===== src/hw/rtl/kf2_pkg.sv =====
// ----------------------------------------------------------------------------
// Kalman filter package
// Shared constants and types for the two-state Kalman filter.
// ----------------------------------------------------------------------------
package kf2_pkg;

   localparam int DEFAULT_FRAC_BITS = 16;
   localparam int CSR_ADDR_W = 6;

   localparam logic [1:0] CMD_PREDICT = 2'd0;
   localparam logic [1:0] CMD_UPDATE  = 2'd1;
   localparam logic [1:0] CMD_BOTH    = 2'd2;
   localparam logic [1:0] CMD_RESTART = 2'd3;

   localparam logic [1:0] STATUS_OK   = 2'd0;
   localparam logic [1:0] STATUS_SKIP = 2'd1;
   localparam logic [1:0] STATUS_SAT  = 2'd2;

   localparam logic [2:0] REG_TRANS0 = 3'd0;
   localparam logic [2:0] REG_TRANS1 = 3'd1;
   localparam logic [2:0] REG_MEAS   = 3'd2;
   localparam logic [2:0] REG_QN0    = 3'd3;
   localparam logic [2:0] REG_QN1    = 3'd4;
   localparam logic [2:0] REG_RN     = 3'd5;
   localparam logic [2:0] REG_START  = 3'd6;

   typedef struct packed {
      logic [63:0] trans_row0;
      logic [63:0] trans_row1;
      logic [63:0] meas_row;
      logic [63:0] proc_noise_row0;
      logic [63:0] proc_noise_row1;
      logic [30:0] meas_noise;
      logic [63:0] start_state;
   } cfg_type;

   typedef struct packed {
      logic [1:0]  command;
      logic signed [31:0] measurement;
   } req_type;

   typedef struct packed {
      logic signed [31:0] position_estimate;
      logic signed [31:0] velocity_estimate;
      logic [1:0]         status;
   } rsp_type;

endpackage


===== src/hw/rtl/kf2_csr.sv =====
// ----------------------------------------------------------------------------
// Kalman filter register file
// APB-style register bank holding the filter model matrices, noise and start state.
// ----------------------------------------------------------------------------
module kf2_csr (
   input  logic                          clock,
   input  logic                          reset,
   input  logic                          csr_psel,
   input  logic                          csr_penable,
   input  logic                          csr_pwrite,
   input  logic [kf2_pkg::CSR_ADDR_W-1:0] csr_paddr,
   input  logic [63:0]                   csr_pwdata,
   output logic [63:0]                   csr_prdata,
   output logic                          csr_pready,
   output kf2_pkg::cfg_type              cfg
);
   import kf2_pkg::*;

   cfg_type    cfg_ff;
   logic [2:0] idx;
   logic       wr;

   assign idx = csr_paddr[5:3];
   assign wr = csr_psel && csr_penable && csr_pwrite;
   assign csr_pready = 1'b1;
   assign cfg = cfg_ff;

   always_ff @(posedge clock) begin
      if (reset) begin
         cfg_ff.trans_row0 <= 64'd65536;
         cfg_ff.trans_row1 <= 64'd65536 << 32;
         cfg_ff.meas_row <= 64'd0;
         cfg_ff.proc_noise_row0 <= 64'd65536;
         cfg_ff.proc_noise_row1 <= 64'd65536 << 32;
         cfg_ff.meas_noise <= 31'd65536;
         cfg_ff.start_state <= 64'd0;
      end else if (wr) begin
         case (idx)
            REG_TRANS0: cfg_ff.trans_row0 <= csr_pwdata;
            REG_TRANS1: cfg_ff.trans_row1 <= csr_pwdata;
            REG_MEAS:   cfg_ff.meas_row <= csr_pwdata;
            REG_QN0:    cfg_ff.proc_noise_row0 <= csr_pwdata;
            REG_QN1:    cfg_ff.proc_noise_row1 <= csr_pwdata;
            REG_RN:     cfg_ff.meas_noise <= csr_pwdata[30:0];
            REG_START:  cfg_ff.start_state <= csr_pwdata;
            default: ;
         endcase
      end
   end

   always_comb begin
      case (idx)
         REG_TRANS0: csr_prdata = cfg_ff.trans_row0;
         REG_TRANS1: csr_prdata = cfg_ff.trans_row1;
         REG_MEAS:   csr_prdata = cfg_ff.meas_row;
         REG_QN0:    csr_prdata = cfg_ff.proc_noise_row0;
         REG_QN1:    csr_prdata = cfg_ff.proc_noise_row1;
         REG_RN:     csr_prdata = {33'd0, cfg_ff.meas_noise};
         REG_START:  csr_prdata = cfg_ff.start_state;
         default:    csr_prdata = 64'd0;
      endcase
   end
endmodule


===== config.mk =====
export PLATFORM = sky130hd
export DESIGN_NAME = kf2_csr
export DESIGN_NICKNAME = d
export VERILOG_FILES = /design/src/hw/rtl/kf2_pkg.sv /design/src/hw/rtl/kf2_csr.sv
export SDC_FILE = /design/constraint.sdc
export NUM_CORES = 1
export LEC_CHECK = 0
export BUFFER_PORTS_ARGS = -buffer_cell sky130_fd_sc_hd__buf_2
export CAP_MARGIN = 10
export CORE_ASPECT_RATIO = 1.2
export CORE_MARGIN = 4
export CORE_UTILIZATION = 35
export DETAILED_ROUTE_END_ITERATION = 6
export GPL_TIMING_DRIVEN = 0
export HOLD_SLACK_MARGIN = 0.06
export SLEW_MARGIN = 20
export SYNTH_ARGS = -nofsm -noshare
export SYNTH_HDL_FRONTEND = slang
export SYNTH_SLANG_ARGS = --single-unit

===== constraint.sdc =====
create_clock -name clock -period 1.95 [get_ports clock]
set_input_delay 0.39 -clock clock [delete_from_list [all_inputs] [get_ports clock]]
set_output_delay 0.39 -clock clock [all_outputs]
set_load 0.03 [all_outputs]

==> results by group <==
Clock tree
  • Worst skew pair latency: 0.57 ns
  • Max Buffers Root-to-Sink: 3
  • Clk slew on worst S/H paths: 0.06 ns
  • CTS HTree Levels: 2
  • CTS tree: yes
  • CTS Hold Bufs: 0
  • Clock buffer count from CTS: 44
  • Clk sinks: 415
  • Root buf cell: clkbuf_16

Pwr
  • Power per Cell Area: 693 nW/um^2
  • Leakage: 13.1 nW
  • Clock network power share: 42.7%
  • Peak supply drop: 0.000526 V
  • Sw Share: 26.9%
  • Psw: 5.24 mW
  • Int Power: 14.2 mW
  • Gate power share: 13.1%
  • Sequential cell fraction of total power: 44.2%

Yosys
  • Number of synthesized flops with an enable pin: 0
  • Mapped Area: 19600 sq um
  • Top post-synthesis cells by count: dfxtp_1 (415), mux2i_1 (376), nand2b_1 (348)
  • Asr flop ratio synth: 0%
  • Warnings from Yosys: 0
  • Dominant cells by area after synthesis: dfxtp_1 (42%), mux2i_1 (19%), nand2b_1 (11%), mux2_2 (4.2%), a21oi_1 (3.3%)
  • Post-synth top area share: 42.5%
  • Synth Register Bits: 415
  • Ys flop type: dfxtp_1
  • Synth unique cells: 40
  • Count leader, synth: dfxtp_1
  • Dominant cell type by area after synthesis: dfxtp_1
  • Post-synthesis sequential area ratio: 42.5%
  • Syn Nets: 2050
  • Average size of a mapped cell: 9.90 sq um
  • Post-synthesis cell count: 1975

Timing
  • Final worst-path cycle share: 110%
  • Worst-Margin Slew: 1.22 ns
  • Worst Hold Margin: 0.0930 ns
  • Final hold viol count: 0
  • RSZ-0062 raised after global routing: yes
  • Max Fclk: 466 MHz
  • Finish-stage setup viols: 64
  • Fin worst setup slack: -0.197 ns
  • Max Clock Skew: 0 ns
  • Final Critical Period: 2.15 ns
  • Slew margin rel.: 19.0%
  • Final max-slew violation count: 0

Finish
  • Max reg flops: 415
  • Fill cell count: 5103
  • Share of the core filled with cells: 51.0%
  • Share of cells above drive strength 1: 41.3%
  • Area Overhead vs Synth: 43.5%
  • Post-layout nets: 2739

Place
  • Gp weighted congestion: 0.883
  • DP HPWL: 71300 microns
  • PortBufs: 548

Critical path
  • Crit path to: csr_prdata[10]
  • Critical path depth: 7
  • Largest delay share family, worst path: buffers and inverters
  • WP buf/inv: 4
  • R2r startpoint: cfg[151]
  • CP required: 1.56 ns
  • Cells on worst reg2reg path: 2
  • Worst Setup End Kind: primary output
  • Crit start category: input pin
  • Worst path cell trace: buf_12, buf_16, buf_16, mux2_4, a32oi_1, o211ai_1, buf_4
  • Worst Setup Path Type: in -> out
  • CP most frequent cell: buf_16
  • Crit path arrival time: 1.76 ns
  • Slowest-stage cell, CP: mux2_4
  • Flop2flop setup slack: 1.11 ns
  • Crit. Startpoint: csr_paddr[4]
  • Worst r2r dst: cfg[151]
  • Crit-path max FO: 8
  • CP peak stage delay: 0.31 ns

Die
  • Die ar.: 59700 sq um
  • Die Span Y: 267 microns
  • Initial cell density of the core: 35.5%
  • CORE AREA: 55000 sq um
  • DIE WIDTH: 224 microns
  • # IOs: 555
  • Num rows: 94

Detailed routing
  • Met3 WL: 7740 microns
  • Number of remaining DRC errors: 0
  • Wirelength per Cell: 29.8 microns
  • WL final: 102000 microns
  • M1 WL: 39100 microns
  • Antenna Violating Nets Remaining: 0
  • Top Metal Used: met5
  • DRT iter0 DRCs: 1707
  • Met2 WL: 49800 microns
  • Vias: 19500
  • TritonRoute pass-1 iters: 5
  • Via-to-Cell Ratio: 5.70

Run status
  • Failing checks: negative setup slack
  • Status: finished, violations left

GRT
  • Initial antenna violation count: 5
  • Largest net degree at the start of global routing: 13
  • All-Layer GR Usage: 32.0%
  • First-pass GRT wire length: 141000 microns
  • Grt ovf: 0
  • Vias in the first global route: 19400

Flow run
  • Max_cap viols: 0

Hold path
  • Worst hold-check path type: in -> reg
  • Hold path depth: 3
final cells by class:
type,count,area [sq um],area share (%)
Buffer,191,1740,6.21
Sequential cell,415,8390,29.9
Inverter,2,25.0,0.0892
Timing Repair Buffer,643,4190,14.9
Antenna cell,3,7.51,0.0267
Multi-Input combinational cell,1367,11400,40.7
Clock inverter,6,55.1,0.196
Clock buffer,69,1320,4.69
Tap cell,720,901,3.21
cell usage in the layout, fill, tap and decap left out, types with 22 or more instances in the layout:
master     count
o21ai_1       28
mux2_2        37
clkbuf_16     56
o21ai_0       99
nand2b_1     348
nand3_1      127
dfxtp_1      350
mux2_4        39
a21oi_1      127
a22oi_2       22
buf_6         73
buf_12        32
buf_2        508
clkbuf_1      89
buf_4        105
mux2i_1      352
dfxtp_2       65
layer usage:
layer,global-route usage [%],vias to the layer above
met3,7.09,241
met2,54.5,1013
li1,-,8462
met5,0,-
met4,15.4,2
met1,38.4,9758
worst min path at each step:
stage                         startpoint       end
final                     csr_pwdata[56]  cfg[279]
after global routing      csr_pwdata[50]  cfg[145]
after CTS                 csr_pwdata[56]  cfg[279]
after detailed placement        cfg[232]  cfg[232]
after global placement          cfg[368]  cfg[368]
after floorplan            csr_pwdata[5]  cfg[100]
cells by family after synthesis:
kind of cell           synth area share [%]
DFF                                    42.5
muxes                                  23.7
AOI/OAI and AO/OA                      12.4
and+or+nand+nor                        15.7
buffers and inverters                  5.69
other                                0.0192
worst reg2reg max path, delay by kind of cell (launching register included):
| kind | cells | cell delay (ns) |
|---|---|---|
| flip-flops | 1 | 0.47 |
| AO/OA/AOI/OAI | 2 | 0.30 |
metrics by stage:
step	setup WS [ns]	instances	cell area, sq um	total power [mW]	TNS [ns]
finish	-0.197	3416	28100	19.5	-5.82
global route	-0.213	3416	28100	19.9	-8.11
CTS	-0.194	3388	27300	19.3	-5.87
detailed placement	-1.35	3244	23600	10.8	-108.54
global placement	-1.60	3243	23500	10.7	-114.59
floorplan	-0.110	1975	19900	9.86	-1.53
repair_timing:
| action | in CTS | in global routing |
|---|---|---|
| buffers inserted | 64 | 21 |
| setup endpoints to repair | 64 | 64 |
| cloned | 5 | 5 |
| resized for setup | 436 | 84 |
| pin swaps | 48 | 49 |
power by group through the flow:
stage | clock (mW) | sequential (mW) | combinational [mW]
6_report | 8.30 | 8.60 | 2.55
2_1_floorplan | 0 | 8.89 | 0.972
3_5_place_dp | 0 | 8.79 | 1.98
3_3_place_gp | 0 | 8.78 | 1.96
4_1_cts | 8.35 | 8.60 | 2.39
5_1_grt | 8.70 | 8.61 | 2.61
(Power assumes the default switching activity.)
